[src/rtl/cfbf_pkg.sv]
`timescale 1ns / 1ps
// ----------------------------------------------------------------------------
// cfbf_pkg
// Shared types and constants for the centered block FIR filter.
// ----------------------------------------------------------------------------
package cfbf_pkg;

    localparam int SAMPLE_W   = 16;
    localparam int TAP_W      = 16;
    localparam int PROD_W     = SAMPLE_W + TAP_W;
    localparam int ACC_W      = 40;
    localparam int ROUND_BITS = 14;
    localparam int POS_W      = 7;
    localparam int IDX_W      = 6;

    localparam logic [POS_W-1:0]          POS_MAX = '1;
    localparam logic signed [TAP_W-1:0]   TAP_ONE = 16'sd16384;
    localparam logic signed [ACC_W-1:0]   ROUND_HALF = 40'sd8192;
    localparam logic signed [SAMPLE_W-1:0] SAT_MAX = 16'sh7fff;
    localparam logic signed [SAMPLE_W-1:0] SAT_MIN = 16'sh8000;

    localparam logic REQ_LOAD   = 1'b0;
    localparam logic REQ_SAMPLE = 1'b1;

    typedef enum logic [1:0] {
        S_IDLE,
        S_MAC,
        S_DRAIN,
        S_EMIT
    } t_state;

    typedef struct packed {
        logic clear;
        logic valid;
        logic tap_ok;
        logic center;
    } t_mac_ctl;

endpackage

[src/rtl/cfbf_ram.sv]
`timescale 1ns / 1ps
// ----------------------------------------------------------------------------
// cfbf_ram
// Generic single-port-write, single-port-read RAM with registered read.
// ----------------------------------------------------------------------------
module cfbf_ram #(
    parameter int WIDTH = 16,
    parameter int DEPTH = 64,
    parameter int AW    = (DEPTH > 1) ? $clog2(DEPTH) : 1
) (
    input  logic             i_clk,
    input  logic             i_we,
    input  logic [AW-1:0]    i_waddr,
    input  logic [WIDTH-1:0] i_wdata,
    input  logic [AW-1:0]    i_raddr,
    output logic [WIDTH-1:0] o_rdata
);

    logic [WIDTH-1:0] r_mem [DEPTH];
    logic [WIDTH-1:0] r_rdata;

    always_ff @(posedge i_clk) begin
        if (i_we) begin
            r_mem[i_waddr] <= i_wdata;
        end
        r_rdata <= r_mem[i_raddr];
    end

    assign o_rdata = r_rdata;

endmodule

[src/rtl/cfbf_mac.sv]
`timescale 1ns / 1ps
// ----------------------------------------------------------------------------
// cfbf_mac
// Multiply-accumulate pipeline with round-half-up and 16-bit saturation.
// ----------------------------------------------------------------------------
module cfbf_mac
    import cfbf_pkg::*;
(
    input  logic                       i_clk,
    input  logic                       i_rst_n,
    input  t_mac_ctl                   i_ctl,
    input  logic signed [TAP_W-1:0]    i_tap_rdata,
    input  logic signed [SAMPLE_W-1:0] i_hist_rdata,
    output logic signed [SAMPLE_W-1:0] o_result
);

    t_mac_ctl                  r_s1;
    logic                      r_prod_v;
    logic signed [PROD_W-1:0]  r_prod;
    logic signed [ACC_W-1:0]   r_acc;

    logic signed [TAP_W-1:0]   tap;
    logic signed [ACC_W-1:0]   rounded;
    logic signed [ACC_W-1:0]   shifted;

    always_comb begin
        if (r_s1.tap_ok) begin
            tap = i_tap_rdata;
        end else if (r_s1.center) begin
            tap = TAP_ONE;
        end else begin
            tap = '0;
        end
    end

    always_ff @(posedge i_clk) begin
        if (!i_rst_n) begin
            r_s1     <= '0;
            r_prod_v <= 1'b0;
            r_acc    <= '0;
        end else begin
            r_s1     <= i_ctl;
            r_prod_v <= r_s1.valid;
            if (i_ctl.clear) begin
                r_acc <= '0;
            end else if (r_prod_v) begin
                r_acc <= r_acc + ACC_W'(r_prod);
            end
        end
    end

    always_ff @(posedge i_clk) begin
        r_prod <= tap * i_hist_rdata;
    end

    always_comb begin
        rounded = r_acc + ROUND_HALF;
        shifted = rounded >>> ROUND_BITS;
        if (shifted > ACC_W'(SAT_MAX)) begin
            o_result = SAT_MAX;
        end else if (shifted < ACC_W'(SAT_MIN)) begin
            o_result = SAT_MIN;
        end else begin
            o_result = shifted[SAMPLE_W-1:0];
        end
    end

endmodule

[src/rtl/centered_fir_block_filter.sv]
`timescale 1ns / 1ps
// ----------------------------------------------------------------------------
// centered_fir_block_filter
// Centered, zero-padded FIR over blocks of Q1.15 samples with Q2.14 taps.
// ----------------------------------------------------------------------------
// Usage:
//   Input beats (i_valid/o_stall) carry either a tap load (i_req_type = 0)
//   or one audio sample (i_req_type = 1). Output beats (o_valid/i_stall)
//   carry filtered samples with run_last and block_end flags.
//   i_cfg_wr_en/i_cfg_wr_data write the bypass bit; write it while idle.
//   Tap loads give no output beat. Bypass samples pass through the S_EMIT
//   state into the output register, waiting there while the receiver stalls.
//   Each filtered output runs one multiply-accumulate per tap through the
//   tap and history memories. The sample marked last flushes up to
//   TAPS/2 + 1 results. o_stall stays high while results are computed.
//   A finished result waits in the output register while the next input
//   beat is taken; a stalled receiver holds the computation at its end.
//   Reset sets bypass, restores identity taps (center tap 1.0) and empties
//   the current block; no clearing pass is needed.
// ----------------------------------------------------------------------------
module centered_fir_block_filter
    import cfbf_pkg::*;
#(
    parameter int TAPS = 63
) (
    input  logic                       i_clk,
    input  logic                       i_rst_n,
    input  logic                       i_valid,
    output logic                       o_stall,
    input  logic                       i_req_type,
    input  logic [IDX_W-1:0]           i_tap_index,
    input  logic signed [TAP_W-1:0]    i_tap_value,
    input  logic signed [SAMPLE_W-1:0] i_sample_in,
    input  logic                       i_block_last,
    output logic                       o_valid,
    input  logic                       i_stall,
    output logic signed [SAMPLE_W-1:0] o_sample_out,
    output logic                       o_run_last,
    output logic                       o_block_end,
    input  logic                       i_cfg_wr_en,
    input  logic                       i_cfg_wr_data
);

    localparam int HALF  = TAPS / 2;
    localparam int DEPTH = 2 * HALF + 1;
    localparam int HW    = (DEPTH > 1) ? $clog2(DEPTH) : 1;
    localparam int TW    = (TAPS > 1) ? $clog2(TAPS) : 1;

    t_state                      r_state, n_state;
    logic [POS_W-1:0]            r_j, n_j;
    logic                        r_drain, n_drain;
    logic [POS_W-1:0]            r_d, n_d;
    logic [POS_W-1:0]            r_p, n_p;
    logic                        r_last, n_last;
    logic                        r_byp, n_byp;
    logic [POS_W-1:0]            r_pos, n_pos;
    logic [HW-1:0]               r_wptr, n_wptr;
    logic                        r_bypass;
    logic [TAPS-1:0]             r_tap_v;
    logic signed [SAMPLE_W-1:0]  r_byp_sample;
    logic                        r_out_v, n_out_v;
    logic signed [SAMPLE_W-1:0]  r_out_sample, n_out_sample;
    logic                        r_out_rl, n_out_rl;
    logic                        r_out_be, n_out_be;

    logic                        in_acc;
    logic                        tap_we;
    logic                        hist_we;
    logic [HW-1:0]               wptr_inc;
    logic signed [8:0]           k;
    logic signed [8:0]           a;
    logic                        k_ok;
    logic [HW-1:0]               hist_raddr;
    logic signed [TAP_W-1:0]     tap_rdata;
    logic signed [SAMPLE_W-1:0]  hist_rdata;
    logic signed [SAMPLE_W-1:0]  mac_result;
    logic                        out_free;
    logic                        more;
    t_mac_ctl                    mac_ctl;

    assign o_stall = (r_state != S_IDLE);
    assign in_acc  = i_valid && !o_stall;
    assign tap_we  = in_acc && (i_req_type == REQ_LOAD)
                     && (POS_W'(i_tap_index) < POS_W'(TAPS));
    assign hist_we = in_acc && (i_req_type == REQ_SAMPLE) && !r_bypass;
    assign wptr_inc = (r_wptr == HW'(DEPTH - 1)) ? '0 : r_wptr + 1'b1;

    always_comb begin
        k    = 9'(r_d) + 9'(HALF) - 9'(r_j);
        k_ok = !k[8] && (k < 9'(DEPTH)) && (k <= $signed({2'b00, r_p}));
        a    = 9'(r_wptr) - k;
        if (a[8]) begin
            a = a + 9'(DEPTH);
        end
        hist_raddr = a[HW-1:0];
    end

    cfbf_ram #(.WIDTH(TAP_W), .DEPTH(TAPS)) u_tap_ram (
        .i_clk   (i_clk),
        .i_we    (tap_we),
        .i_waddr (TW'(i_tap_index)),
        .i_wdata (i_tap_value),
        .i_raddr (r_j[TW-1:0]),
        .o_rdata (tap_rdata)
    );

    cfbf_ram #(.WIDTH(SAMPLE_W), .DEPTH(DEPTH)) u_hist_ram (
        .i_clk   (i_clk),
        .i_we    (hist_we),
        .i_waddr (wptr_inc),
        .i_wdata (i_sample_in),
        .i_raddr (hist_raddr),
        .o_rdata (hist_rdata)
    );

    cfbf_mac u_mac (
        .i_clk        (i_clk),
        .i_rst_n      (i_rst_n),
        .i_ctl        (mac_ctl),
        .i_tap_rdata  (tap_rdata),
        .i_hist_rdata (hist_rdata),
        .o_result     (mac_result)
    );

    always_comb begin
        n_state      = r_state;
        n_j          = r_j;
        n_drain      = r_drain;
        n_d          = r_d;
        n_p          = r_p;
        n_last       = r_last;
        n_byp        = r_byp;
        n_pos        = r_pos;
        n_wptr       = r_wptr;
        n_out_v      = r_out_v && i_stall;
        n_out_sample = r_out_sample;
        n_out_rl     = r_out_rl;
        n_out_be     = r_out_be;
        mac_ctl      = '0;
        out_free     = !r_out_v || !i_stall;
        more         = r_last && !r_byp && (r_d != '0);

        case (r_state)
            S_IDLE: begin
                if (in_acc && (i_req_type == REQ_SAMPLE)) begin
                    n_last = i_block_last;
                    if (r_bypass) begin
                        n_byp   = 1'b1;
                        n_pos   = '0;
                        n_state = S_EMIT;
                    end else begin
                        n_byp  = 1'b0;
                        n_wptr = wptr_inc;
                        n_p    = r_pos;
                        n_j    = '0;
                        if (i_block_last) begin
                            n_d           = (r_pos < POS_W'(HALF)) ? r_pos : POS_W'(HALF);
                            n_pos         = '0;
                            n_state       = S_MAC;
                            mac_ctl.clear = 1'b1;
                        end else begin
                            n_d = POS_W'(HALF);
                            if (r_pos != POS_MAX) begin
                                n_pos = r_pos + 1'b1;
                            end
                            if (r_pos >= POS_W'(HALF)) begin
                                n_state       = S_MAC;
                                mac_ctl.clear = 1'b1;
                            end
                        end
                    end
                end
            end
            S_MAC: begin
                mac_ctl.valid  = k_ok;
                mac_ctl.tap_ok = r_tap_v[r_j[TW-1:0]];
                mac_ctl.center = (r_j == POS_W'(HALF));
                if (r_j == POS_W'(TAPS - 1)) begin
                    n_drain = 1'b0;
                    n_state = S_DRAIN;
                end else begin
                    n_j = r_j + 1'b1;
                end
            end
            S_DRAIN: begin
                n_drain = 1'b1;
                if (r_drain) begin
                    n_state = S_EMIT;
                end
            end
            S_EMIT: begin
                if (out_free) begin
                    n_out_v = 1'b1;
                    if (r_byp) begin
                        n_out_sample = r_byp_sample;
                        n_out_rl     = 1'b1;
                        n_out_be     = r_last;
                    end else begin
                        n_out_sample = mac_result;
                        n_out_rl     = !r_last || (r_d == '0);
                        n_out_be     = r_last && (r_d == '0);
                    end
                    if (more) begin
                        n_d           = r_d - 1'b1;
                        n_j           = '0;
                        n_state       = S_MAC;
                        mac_ctl.clear = 1'b1;
                    end else begin
                        n_state = S_IDLE;
                    end
                end
            end
            default: begin
                n_state = S_IDLE;
            end
        endcase
    end

    always_ff @(posedge i_clk) begin
        if (!i_rst_n) begin
            r_state  <= S_IDLE;
            r_j      <= '0;
            r_drain  <= 1'b0;
            r_d      <= '0;
            r_p      <= '0;
            r_last   <= 1'b0;
            r_byp    <= 1'b0;
            r_pos    <= '0;
            r_wptr   <= '0;
            r_bypass <= 1'b1;
            r_tap_v  <= '0;
            r_out_v  <= 1'b0;
            r_out_rl <= 1'b0;
            r_out_be <= 1'b0;
        end else begin
            r_state  <= n_state;
            r_j      <= n_j;
            r_drain  <= n_drain;
            r_d      <= n_d;
            r_p      <= n_p;
            r_last   <= n_last;
            r_byp    <= n_byp;
            r_pos    <= n_pos;
            r_wptr   <= n_wptr;
            r_out_v  <= n_out_v;
            r_out_rl <= n_out_rl;
            r_out_be <= n_out_be;
            if (i_cfg_wr_en) begin
                r_bypass <= i_cfg_wr_data;
            end
            if (tap_we) begin
                r_tap_v[TW'(i_tap_index)] <= 1'b1;
            end
        end
    end

    always_ff @(posedge i_clk) begin
        r_out_sample <= n_out_sample;
        if (in_acc) begin
            r_byp_sample <= i_sample_in;
        end
    end

    assign o_valid      = r_out_v;
    assign o_sample_out = r_out_sample;
    assign o_run_last   = r_out_rl;
    assign o_block_end  = r_out_be;

    a_mac_to_drain: assert property (@(posedge i_clk) disable iff (!i_rst_n)
        (r_state == S_MAC && r_j == POS_W'(TAPS - 1)) |=> (r_state == S_DRAIN))
        else $error("tap sweep did not end in drain");

    a_wptr_range: assert property (@(posedge i_clk) disable iff (!i_rst_n)
        r_wptr <= HW'(DEPTH - 1))
        else $error("history pointer out of range");

    a_delay_range: assert property (@(posedge i_clk) disable iff (!i_rst_n)
        (r_state == S_MAC) |-> (r_d <= POS_W'(HALF)))
        else $error("output delay beyond half width");

    a_emit_loads: assert property (@(posedge i_clk) disable iff (!i_rst_n)
        (r_state == S_EMIT && (!r_out_v || !i_stall)) |=> o_valid)
        else $error("result not loaded into output register");

endmodule
[config.mk]
export PLATFORM = sky130hd
export DESIGN_NAME = centered_fir_block_filter
export DESIGN_NICKNAME = d
export VERILOG_FILES = /design/src/rtl/cfbf_pkg.sv /design/src/rtl/cfbf_ram.sv /design/src/rtl/cfbf_mac.sv /design/src/rtl/centered_fir_block_filter.sv
export SDC_FILE = /design/constraint.sdc
export NUM_CORES = 2
export LEC_CHECK = 0
export BUFFER_PORTS_ARGS = -buffer_cell sky130_fd_sc_hd__buf_4
export CORE_MARGIN = 4
export CORE_UTILIZATION = 30
export CTS_BUF_LIST = sky130_fd_sc_hd__clkbuf_8
export DETAILED_ROUTE_END_ITERATION = 12
export PLACE_DENSITY = 0.45
export SYNTH_ARGS = -nofsm -noshare
export SYNTH_HDL_FRONTEND = slang
export SYNTH_SLANG_ARGS = --single-unit
export TNS_END_PERCENT = 1
[constraint.sdc]
create_clock -name i_clk -period 8.3 [get_ports i_clk]
set_input_delay 1.66 -clock i_clk [delete_from_list [all_inputs] [get_ports i_clk]]
set_output_delay 1.66 -clock i_clk [all_outputs]
set_load 0.02 [all_outputs]
# --- Word level (Yosys, flattened, before mapping) ---
# Memories as Yosys holds them, arrays and structs flattened. A register that Yosys moved wholly into a read port is not among the register bits.
# Cells that the tools add are included.
# Widths: inputs -> output; s select.
op_classes:
  add_sub_neg: 10
  n_mul: 1
  n_div: 0
  n_lt_le_gt_ge: 10
  n_eq_ne: 15
  shift: 0
  n_mux: 54
  bitwise: 4
  reduce_logical: 39
ops:
  columns: ["cell", "n"]
  rows:
  - ["$mux 7", 14]
  - ["$mux 16", 4]
  - ["$or 63x63->63", 1]
  - ["$add 40x15->40 const B", 1]
  - ["$add 40x32->40", 1]
  - ["$mul 16x16->32", 1]
  - ["$gt 26x16->1 const B", 1]
  - ["$lt 26x16->1 const B", 1]
  - ["$pmux 7 s3", 1]
  - ["$mux 1", 19]
  - ["$mux 15", 1]
  - ["$add 7x1->7 const B", 2]
  - ["$lt 6x7->1 const B", 2]
  - ["$mux 2", 7]
  - ["$ne 2x2->1 const B", 7]
  - ["$pmux 7 s2", 1]
  - ["$add 6x1->6 const B", 2]
  - ["$logic_and 1x1->1", 12]
  - ["$mux 6", 2]
  - ["$reduce_and 5->1", 2]
  - ["$le 9x8->1", 1]
  - ["$lt 9x7->1 const B", 1]
  - ["$sub 6x9->9", 1]
  - ["$sub 8x7->9", 1]
  - ["29 further kinds", 47]
word_totals:
  reg_bits: 214
  latchBits: 0
  ramBits: 2016
  rom_bits: 0
  inputBits: 46
  output_inout_bits: 20
  elab_cells: 157
  memories: 2
mem_list:
  columns: ["memory", "words", "width", "rd", "rd_clocked_by_memory_dff", "wr", "line", "source"]
  rows:
  - ["u_hist_ram.r_mem", 63, 16, 1, 1, 1, "cfbf_ram.sv:19", "logic [WIDTH-1:0] r_mem [DEPTH];"]
  - ["u_tap_ram.r_mem", 63, 16, 1, 1, 1, "cfbf_ram.sv:19", null]

# --- Longest topological paths before layout ---
depth:
  word_depth: 7
  mapped_depth: 29
  mapped_depth_nobuf: 24

# --- Hierarchy ---
# From an unflattened synthesis, not the netlist that was laid out.
hier_totals:
  cells_unflattened: 6110
  hier_area_um2: 100731.6
modules_own_cells:
  columns: ["mod", "n_inst", "cells_per_inst", "area_per_inst_um2", "seq_area_each_um2"]
  rows:
  - ["cfbf_ram", 2, 1810, 39186.3, 30589.3]
  - ["cfbf_mac", 1, 1726, 15068.2, 1521.5]
  - ["centered_fir_block_filter", 1, 764, 7290.7, 3083.0]

# --- Worst setup path after synthesis ---
# Ideal clock, no wire load.
synth_path:
  path_type: "register to register"
  start: "register u_mac.r_s1[1] in the netlist's numbering"
  end: "register u_mac.r_prod[31]"
  setup_ps: 63
  arrival_ps: 6328
  required_time_ps: 8237
  path_slack_ps: 1909
  stages_incl_launch_ff: 27
  n_path_buf: 3
  period_less_slack_ps: 6391
  cell_sequence: "dfxtp_1 -> clkbuf_1 -> clkbuf_1 -> and2_1 -> clkbuf_1 -> nand2_1 -> fa_1 -> inv_1 -> fa_1 -> inv_1 -> fa_1 -> inv_1 -> fa_1 -> fa_1 -> inv_1 -> fa_1 -> inv_1 -> ha_1 -> a21oi_1 -> nor2b_1 -> o21ai_0 -> nand2b_1 -> a211o_1 -> o211ai_1 -> a31oi_1 -> or4_1 -> nand3_1"
synth_via:
  elab_chain_len: 2
synth_rtl:
  columns: ["item", "line", "source"]
  rows:
  - ["from (decl)", "cfbf_mac.sv:17", "t_mac_ctl r_s1;"]
  - ["from (signal assigned)", "cfbf_mac.sv:42", "r_s1 <= i_ctl;"]
  - ["$mux 16", "cfbf_mac.sv:27", "if (r_s1.tap_ok) begin"]
  - ["$mul 16x16->32", "cfbf_mac.sv:53", "r_prod <= tap * i_hist_rdata;"]
  - ["to (signal assigned)", "cfbf_mac.sv:53", null]
  - ["to (decl)", "cfbf_mac.sv:19", "logic signed [PROD_W-1:0] r_prod;"]
# No other way between the ends.
# A chain may end at the register's enable or synchronous reset.

# --- Worst setup path after layout ---
layout_path:
  start: "register u_mac.r_s1[1] in the netlist's numbering"
  end: "register u_mac.r_prod[30]"
# The elaborated chain is that of the path after synthesis.

==> impl_metrics.toml <==
[synthesis]
syn_area_um2 = 101000
synth_seq_area_share_pct = 65.4
synth_compound_area_share_pct = 3.44
synth_mux_area_share_pct = 8.86
synth_top_area_share_pct = 61.1
synth_area_leaders = "edfxtp_1 (61%), mux4_2 (7.6%), fa_1 (5.3%)"
yosys_warnings = 0
synthCells = 7032
synth_fa_ha_area_share_pct = 7.30
synth_flop_cell = "edfxtp_1"
synth-xor-area-share_pct = 0.809
yosys.area_share.simple_pct = 11.4
ys_seq_elements = 2262
synthArstFlopShare_pct = 0
synth_top_family_by_area = "simple AND/OR/NAND/NOR gates"
synth_edf_count = 2048
syn_avg_cell_area_um2 = 14.3
yosysTopAreaCell = "edfxtp_1"
syn_nets = 7505
yosysUniqueCellTypes = 80

[floorplanning]
die_h_um = 587
die-area_um2 = 345000
core_area_um2 = 334000
start_util_pct = 30.2
rows = 212
dieWidth_um = 587
ios = 66

[worst_setup_path]
cp.required_ns = 9.16
cp-end-kind = "flop"
ff2ff_path_depth = 22
crit_arrival_ns = 8.23
crit_path_start_kind = "flop"
path_max_fanout = 66
crit_type = "flop to flop"

[routing]
num_vias = 59400
firstDrtPassIters = 5
ant_nets = 0
wl_per_cell_um = 24.3
via_per_inst = 4.93
drtIter0Drc = 4868
drcViolationCount = 0
drt-total-wl_mm = 293

[sta]
finalHoldViolations = 0
tightest_slew_ns = 1.35
clock.fmax_mhz = 136
finClkSkew_ns = 0.104
holdWs_ns = 0.457
finalSetupTns_ns = 0
finalSetupViolCount = 0
period_minus_slack_ns = 7.37
final_max_slew_viol_count = 0
relSlewSlack_pct = 9.70
post-route-period-util_pct = 88.8
rsz0062_at_grt = "no"

[clock_tree]
clock_latency_ns = 1.04
path_clk_slew_ns = 0.06
post_cts.repair.setup_buffers = 0
cts_sinks = 2262
hold_buffers = 0
h-tree-depth = 5
cts_tree = "done"
root_buffer = "clkbuf_8"
cts_resized = 0
clockBufferDepth = 4
numCtsBuffers = 392

[global_routing]
grt_usage_pct = 16.5
grt_pass1_vias = 61000
grt-ovfl-total = 0
grt_max_degree = 149
antenna_found_initial = 22
grt_pass1_wl_mm = 427

[finish]
multiInputGateArea_um2 = 32400
final_cells = 12000
nNetsFinal = 7808
syn2layout_area_growth_pct = 13.9
utilization_pct = 34.3
drive_gt1_share_pct = 16.7
fillers = 32400
regArea_um2 = 65800

[power]
powerDensity_nw_per_um2 = 313
leakage_nw = 40.3
irDropWorstVdd_uv = 401

[worst_hold_path]
hold_depth = 2
hp-class = "flop to flop"

[placement]
dp_hpwl_mm = 178
gp_congestion = 0.830
placedCellCount = 11300
port_buffers = 65

[run]
drv_cap = 0

[status]
status = "finished, final reports clean"
## report_power, final
| group | internal [W] | switching, W |
|---|---|---|
| logic | 0.00409 | 0.00928 |
| clock network | 0.00490 | 0.00461 |
| registers | 0.0126 | 0.000372 |
| total | 0.0216 | 0.0143 |
## logic make-up (layout without fill, tap and decap cells)
| kind of cell | Yosys count | in the layout |
|---|---|---|
| muxes | 458 | 458 |
| and+or+nand+nor | 2569 | 2569 |
| DFF | 2262 | 2262 |
| AOI/OAI and AO/OA | 501 | 501 |
| xor gates and xnor gates | 93 | 93 |
| other | 0 | 9 |
| adders and majority gates | 427 | 427 |
| buffers and inverters | 722 | 1342 |
## layout make-up
type / instances / area share, %
clock buffers: 411 / 4.94
repair buffers: 283 / 2.05
diodes: 9 / 0.0197
well taps: 4387 / 4.79
multi-input cells: 4048 / 28.3
inverters: 348 / 1.14
clock inverters: 300 / 1.37
flip-flops and latches: 2262 / 57.4
## cell usage in the layout, fill, tap and decap left out, types with 20 or more instances in the layout
| cell | count |
|---|---|
| a211oi_1 | 20 |
| a21o_1 | 52 |
| a21oi_1 | 144 |
| a41oi_1 | 50 |
| and2_1 | 30 |
| and3_1 | 142 |
| buf_4 | 265 |
| clkbuf_8 | 411 |
| clkinv_1 | 99 |
| clkinv_2 | 43 |
| dfxtp_1 | 209 |
| edfxtp_1 | 2048 |
| fa_1 | 267 |
| ha_1 | 160 |
| inv_1 | 467 |
| mux2_2 | 39 |
| mux2i_1 | 72 |
| mux4_2 | 339 |
| nand2_1 | 1121 |
| nand3_1 | 670 |
| nor2_1 | 306 |
| nor2_2 | 42 |
| nor2_4 | 29 |
| nor2b_1 | 25 |
| nor3_1 | 70 |
| nor4_1 | 26 |
| o21a_1 | 20 |
| o21ai_0 | 75 |
| xnor2_1 | 53 |
| xor2_1 | 39 |
## final timing paths
path / slack (ns) / startpoint / to
worst min register to register: 0.46 / r_p[4] / r_p[4]
worst max-delay path: 0.93 / u_mac.r_s1[1] / u_mac.r_prod[30]
worst max register to register: 0.93 / u_mac.r_s1[1] / u_mac.r_prod[30]
worst min-delay path: 0.46 / r_p[4] / r_p[4]
## critical path, stage by stage, from the launching register on
cell	delay, ns
dfxtp_2	0.99
and2_1	0.49
nand2_1	0.16
inv_1	0.20
fa_1	0.54
fa_1	0.58
fa_1	0.46
fa_1	0.46
fa_1	0.52
inv_1	0.05
fa_1	0.48
inv_1	0.04
ha_1	0.34
a21o_1	0.20
a21o_1	0.17
a21o_1	0.19
a21o_1	0.18
a21o_1	0.17
a21oi_1	0.15
o221ai_1	0.20
a211o_1	0.31
a21oi_1	0.18
xnor2_1	0.14
## metrics by stage
step | instance area [µm²] | power (W) | setup slack [ns]
after floorplan | 101000 | 0.0204 | 1.91
after global routing | 115000 | 0.0378 | 0.498
after global placement | 107000 | 0.0267 | 1.10
after CTS | 115000 | 0.0364 | 0.936
final | 115000 | 0.0359 | 0.934
after detailed placement | 107000 | 0.0267 | 1.01
## sequential cells by signal, summed over array words and instances, names as in the netlist, 16 cells and up
name	flops
o_sample_out	16
u_mac.r_acc	40
u_mac.r_prod	32
u_tap_ram.o_rdata	16
r_tap_v	63
u_tap_ram.r_mem	1008
u_hist_ram.o_rdata	16
u_hist_ram.r_mem	1008
r_byp_sample	16
## routing by layer
metal,vias up,share of wire [%],GRT usage [%]
li1,26600,-,-
met1,30800,45,23.1
met2,1532,48,27.5
met3,390,4.6,2.17
met4,6,2.2,3.89
met5,-,0.012,0
## cell usage after synthesis (all sizes together), types with 5 or more instances
master   count
o21ai       78
clkbuf     268
o21a        20
nor2       377
edfxtp    2048
nor2b       25
nand4       18
inv        348
and3       142
nor3        71
nand3      670
ha         160
nor4        26
nand2b      16
xnor2       53
and2        32
mux2        47
mux2i       72
nand2     1122
fa         267
dfxtp      214
a211o        8
or4         16
or3         15
a41oi       50
o22ai        6
a21oi      144
a211oi      21
buf        106
a2111oi     28
o21bai      12
o31ai        7
a21o        52
or2          8
nor3b        9
o211ai      14
xor2        40
a31oi       17
a21boi       5
mux4       339
nand3b       9
Power figures use the tool's default switching activity.
